[src/sv/smtbl_pkg.sv]
// Package for the sorted insert and merge table: opcodes, FSM state codes,
// transaction payload structs and the per-list control struct. No dependencies.
`default_nettype none
package smtbl_pkg;

    localparam int VALUE_W = 32;

    typedef enum logic [1:0] {
        OP_INS_A = 2'd0,
        OP_INS_B = 2'd1,
        OP_MERGE = 2'd2
    } opcode_t;

    typedef enum logic [1:0] {
        S_IDLE  = 2'b01,
        S_MERGE = 2'b10
    } state_t;

    typedef struct packed {
        logic [1:0]                opcode;
        logic signed [VALUE_W-1:0] value;
    } cmd_t;

    typedef struct packed {
        logic signed [VALUE_W-1:0] value_out;
        logic                      from_list;
        logic                      status;
        logic                      last;
    } result_t;

    // Per-list control: insert value at its sorted place, or pop the head.
    typedef struct packed {
        logic                      ins;
        logic                      pop;
        logic signed [VALUE_W-1:0] value;
    } list_ctrl_t;

endpackage
`default_nettype wire

[src/sv/smtbl_cell.sv]
// One storage cell of a sorted list row.
// Depends on smtbl_pkg (list control struct).
`default_nettype none
module smtbl_cell (
    input  wire logic                                clk,
    input  wire smtbl_pkg::list_ctrl_t               ctrl,
    input  wire logic                                occ,
    input  wire logic                                prev_gt,
    input  wire logic signed [smtbl_pkg::VALUE_W-1:0] prev_val,
    input  wire logic signed [smtbl_pkg::VALUE_W-1:0] next_val,
    output logic                                     gt,
    output logic signed [smtbl_pkg::VALUE_W-1:0]     val
);

    logic signed [smtbl_pkg::VALUE_W-1:0] val_reg;
    logic signed [smtbl_pkg::VALUE_W-1:0] val_next;

    // Occupied and not below the incoming value: the new value goes ahead of us.
    assign gt  = occ && !(val_reg < ctrl.value);
    assign val = val_reg;

    always_comb
    begin
        val_next = val_reg;
        if (ctrl.ins)
        begin
            if (prev_gt)
                val_next = prev_val;        // shift up behind the new value
            else if (gt || !occ)
                val_next = ctrl.value;      // insertion point (or free slot)
        end
        else if (ctrl.pop)
        begin
            val_next = next_val;            // shift down toward the head
        end
    end

    always_ff @(posedge clk)
    begin
        val_reg <= val_next;
    end

endmodule
`default_nettype wire

[src/sv/smtbl_list.sv]
// One sorted list: a row of smtbl_cell instances plus the fill count.
// Depends on smtbl_pkg and smtbl_cell.
`default_nettype none
module smtbl_list #(
    parameter int DEPTH = 32,
    parameter int CNT_W = $clog2(DEPTH + 1)
) (
    input  wire logic                                clk,
    input  wire logic                                rst_n,
    input  wire smtbl_pkg::list_ctrl_t               ctrl,
    output logic signed [smtbl_pkg::VALUE_W-1:0]     head,
    output logic [CNT_W-1:0]                         count,
    output logic                                     full
);

    logic [CNT_W-1:0] count_reg;
    logic [CNT_W-1:0] count_next;

    logic signed [smtbl_pkg::VALUE_W-1:0] vals [DEPTH];
    logic                                 gts  [DEPTH];

    genvar i;
    generate
        for (i = 0; i < DEPTH; i++)
        begin : g_cell
            logic                                 occ;
            logic                                 prev_gt;
            logic signed [smtbl_pkg::VALUE_W-1:0] prev_val;
            logic signed [smtbl_pkg::VALUE_W-1:0] next_val;

            assign occ = (CNT_W'(i) < count_reg);

            if (i == 0)
            begin : g_first
                assign prev_gt  = 1'b0;
                assign prev_val = vals[0];
            end
            else
            begin : g_mid
                assign prev_gt  = gts[i-1];
                assign prev_val = vals[i-1];
            end

            if (i == DEPTH - 1)
            begin : g_end
                assign next_val = vals[i];
            end
            else
            begin : g_nxt
                assign next_val = vals[i+1];
            end

            smtbl_cell u_cell (
                .clk      (clk),
                .ctrl     (ctrl),
                .occ      (occ),
                .prev_gt  (prev_gt),
                .prev_val (prev_val),
                .next_val (next_val),
                .gt       (gts[i]),
                .val      (vals[i])
            );
        end
    endgenerate

    assign head  = vals[0];
    assign count = count_reg;
    assign full  = (count_reg == CNT_W'(DEPTH));

    always_comb
    begin
        count_next = count_reg;
        if (ctrl.ins)
            count_next = count_reg + CNT_W'(1);
        else if (ctrl.pop)
            count_next = count_reg - CNT_W'(1);
    end

    always_ff @(posedge clk or negedge rst_n)
    begin
        if (!rst_n)
            count_reg <= '0;
        else
            count_reg <= count_next;
    end

endmodule
`default_nettype wire

[config.mk]
export PLATFORM = sky130hd
export DESIGN_NAME = smtbl_list
export DESIGN_NICKNAME = d
export VERILOG_FILES = /design/src/sv/smtbl_pkg.sv /design/src/sv/smtbl_cell.sv /design/src/sv/smtbl_list.sv
export SDC_FILE = /design/constraint.sdc
export NUM_CORES = 2
export LEC_CHECK = 0
export ABC_AREA = 1
export BUFFER_PORTS_ARGS = -buffer_cell sky130_fd_sc_hd__buf_2
export CAP_MARGIN = 20
export CORE_MARGIN = 8
export CORE_UTILIZATION = 50
export DETAILED_ROUTE_END_ITERATION = 10
export PLACE_DENSITY = 0.65
export SYNTH_ARGS = -nofsm -noshare
export SYNTH_HDL_FRONTEND = slang
export SYNTH_SLANG_ARGS = --single-unit
[constraint.sdc]
create_clock -name clk -period 4.86 [get_ports clk]
set_clock_uncertainty 0.2 [all_clocks]
set_input_delay 0.243 -clock clk [delete_from_list [all_inputs] [get_ports clk]]
set_output_delay 0.243 -clock clk [all_outputs]
set_load 0.02 [all_outputs]
==> impl_metrics.toml <==
[synthesis]
yosys_warnings = 0
ys_seq_elements = 1030
synth.area.mux_share_pct = 0
synth-adder-area-share_pct = 14.8
synth-xor-area-share_pct = 0.0522
synthSimpleGateAreaFrac_pct = 34.1
synth_compound_area_share_pct = 4.68
ys_types = 34
syn_avg_cell_area_sq_um = 7.44
yosysSeqAreaShare_pct = 36.8
netlist_area_sq_um = 83900
synth_top_family_by_area = "simple AND/OR/NAND/NOR gates"
syn_nets = 12312
synth_cells = 11281

[die]
die_height_um = 426
num_rows = 150
start_util_pct = 50.3
ioPinCount = 75
fp.dieW_um = 426
coreArea_sq_um = 167000
die_area_sq_um = 181000

[grt]
overflow = 0
grt_pass1_wl_mm = 444
grt_max_degree = 248
antenna_found_initial = 3
grt_pass1_vias = 77444
groute.usage.overall_pct = 30.5

[detailed_routing]
vias = 80354
viasPerCell = 5.97
drt-pass1-iter-count = 9
wl_mm = 285
ant_nets = 0
drcViolationCount = 0
wl_per_cell_um = 21.2
dr.first_iter.drc_count = 9004

[sta]
whs_ns = 0.147
period_minus_slack_ns = 3.98
rsz0062_at_grt = "false"
finalCritPeriodShare_pct = 81.9
relSlewSlack_pct = 19.8
tightest_slew_ns = 1.20
timing.fmax_ghz = 0.251
slew_violations = 0
finalHoldViolCount = 0
setup_viol = 0
setup_slack_ns = 0.880

[cts]
clock-sinks = 1030
clk_path_buf_depth = 3
cts_tree = "yes"
ctsResizeCount = 0
clk_root_buffer_cell = "clkbuf_16"
cts_buffers = 133
clk_pin_slew_ns = 0.06
h-tree-depth = 4
worstSkewPairLatency_ns = 0.80

[placement]
dpl_cell_area_sq_um = 87500
hpwl_mm = 208
pre_cts_ws_ns = 0.722
portBuffers = 74
place.gp.congestion = 0.959

[cells_and_area]
final_nets = 12167
layout_commonest_cell = "nand2_1"
register_area_sq_um = 30900
area_growth_pct = 9.85
fin_area_sq_um = 92200
final_core_util_pct = 55.2
mostFrequentLayoutCells = "3968 x nand2_1, 1279 x inv_1, 1045 x nand3_1"
fillers = 15598
multi_input_area_sq_um = 45400
largest_reg_flops = 1024
layout-drive-gt1-share_pct = 6.45

[worst_setup_path]
path_buf_inv = 5
cp_common_cell = "nand2_1"
crit_path_start_kind = "input pin"
critical-path-slowest-cell = "clkinv_2"
path_cells = "dlygate4sd3_1, buf_2, clkinv_2, buf_12, ha_1, nand2_1, o21ai_0, nand2_1, nand2_1, nand2_1, nand2_1, nor2_1, nand2_1, nand3_2, a31oi_4, buf_12"
cp_data_arrival_time_ns = 4.24
cp.required_ns = 5.12
critPathMaxFanout = 29
cp.depth = 16
cpPeakStageDelay_ns = 0.59
cp-end-kind = "flop"
critPathTopFamily = "buffers and inverters"
r2r_cells = 10
crit_type = "in2reg"

[job]
cap_violations = 0

[min_path]
min_path_cells = 4
hp-class = "in2reg"

[power]
peakVddDrop_mv = 0.442
p_leak_nw = 46.7
power_density_nw_per_um2 = 713
power_mw = 65.8

[outcome]
status = "completed"
==> final cells by class <==
| type | instances | area share [%] |
|---|---|---|
| sequential | 1030 | 33.5 |
| clock buffer | 159 | 3.81 |
| timing repair buffer | 416 | 4.07 |
| clock inverter | 83 | 0.891 |
| multi-input combinational | 8233 | 49.3 |
| antenna | 3 | 0.00815 |
| tap | 2204 | 2.99 |
| inverter | 1322 | 5.42 |
==> metrics by stage <==
| stage | cells | setup TNS [ns] |
|---|---|---|
| after floorplan | 11281 | -18.73 |
| after global placement | 13168 | 0 |
| after global routing | 13449 | 0 |
| after CTS | 13447 | 0 |
| final | 13450 | 0 |
| after detailed placement | 13168 | 0 |
==> logic make-up (layout without fill, tap and decap cells) <==
kind of cell,after synthesis,after routing
compound gates,764,764
other cells,0,3
fa+ha+maj,995,995
buf+inv,2018,1980
simple gates,6469,6469
flops,1030,1030
xor+xnor,5,5
==> metal layers <==
| metal | global-route usage, % | part of all wire (%) | up-vias |
|---|---|---|---|
| met2 | 48.6 | 45 | 3889 |
| met5 | 0 | 0.0046 | - |
| li1 | - | - | 37838 |
| met3 | 5.42 | 9.1 | 771 |
| met1 | 40.8 | 41 | 37854 |
| met4 | 13.0 | 4.5 | 2 |
==> synthesized netlist by cell type <==
library cell	number	area, sq um
nand2_2	26	163
buf_1	109	409
buf_2	252	1260
and2_1	3	18.8
nor2_2	2	12.5
a31oi_1	29	181
nor3_1	72	360
buf_4	7	52.6
dfrtp_1	6	150
buf_6	11	124
xor2_1	5	43.8
nor2_1	309	1160
nand3_4	3	52.6
nand3_2	45	450
nor4_1	2	12.5
nand3b_1	3	22.5
a211oi_1	1	7.51
o21ai_1	30	150
ha_1	995	12400
nor2_8	1	20.0
inv_2	10	37.5
o21a_1	12	90.1
o21ai_0	201	1010
nand3_1	1045	5230
inv_1	1310	4920
o22ai_1	2	12.5
edfxtp_1	1024	30700
o211ai_1	10	75.1
o221ai_1	1	8.76
clkinv_1	2	7.51
nand4_1	989	6190
a21oi_1	478	2390
nand2_1	3969	14900
clkbuf_1	317	1190
==> worst paths after layout <==
kind	startpoint	to	slack, ns
max reg2reg	count[5]	g_cell[10].u_cell.val[12]	1.01
min	ctrl[21]	g_cell[0].u_cell.val[21]	0.15
max in group asynchronous	rst_n	count[2]	3.88
max	ctrl[18]	g_cell[11].u_cell.val[11]	0.88
min reg2reg	g_cell[25].u_cell.val[0]	g_cell[24].u_cell.val[0]	0.34
min in group asynchronous	rst_n	count[4]	0.35
==> timing repair <==
item | 4_1_cts | 5_1_grt
endpoints found under the hold margin | 166 | 0
buffers inserted | 0 | 0
setup endpoints to repair | 0 | 0
hold buffers | 37 | 0
==> power breakdown <==
group / internal (mW) / switching (mW) / total (mW)
registers: 16.4 / 4.89 / 21.3
clock network: 5.90 / 4.19 / 10.1
logic: 11.3 / 23.1 / 34.3
total: 33.6 / 32.1 / 65.8
==> worst reg2reg max path, delay by kind of cell (launching register included) <==
family | cells | cell delay, ns
and+or+nand+nor | 3 | 0.49
AOI/OAI and AO/OA | 2 | 0.87
DFF | 1 | 0.71
buffers and inverters | 5 | 1.27
Note: power is estimated with default switching activity, not from simulation.
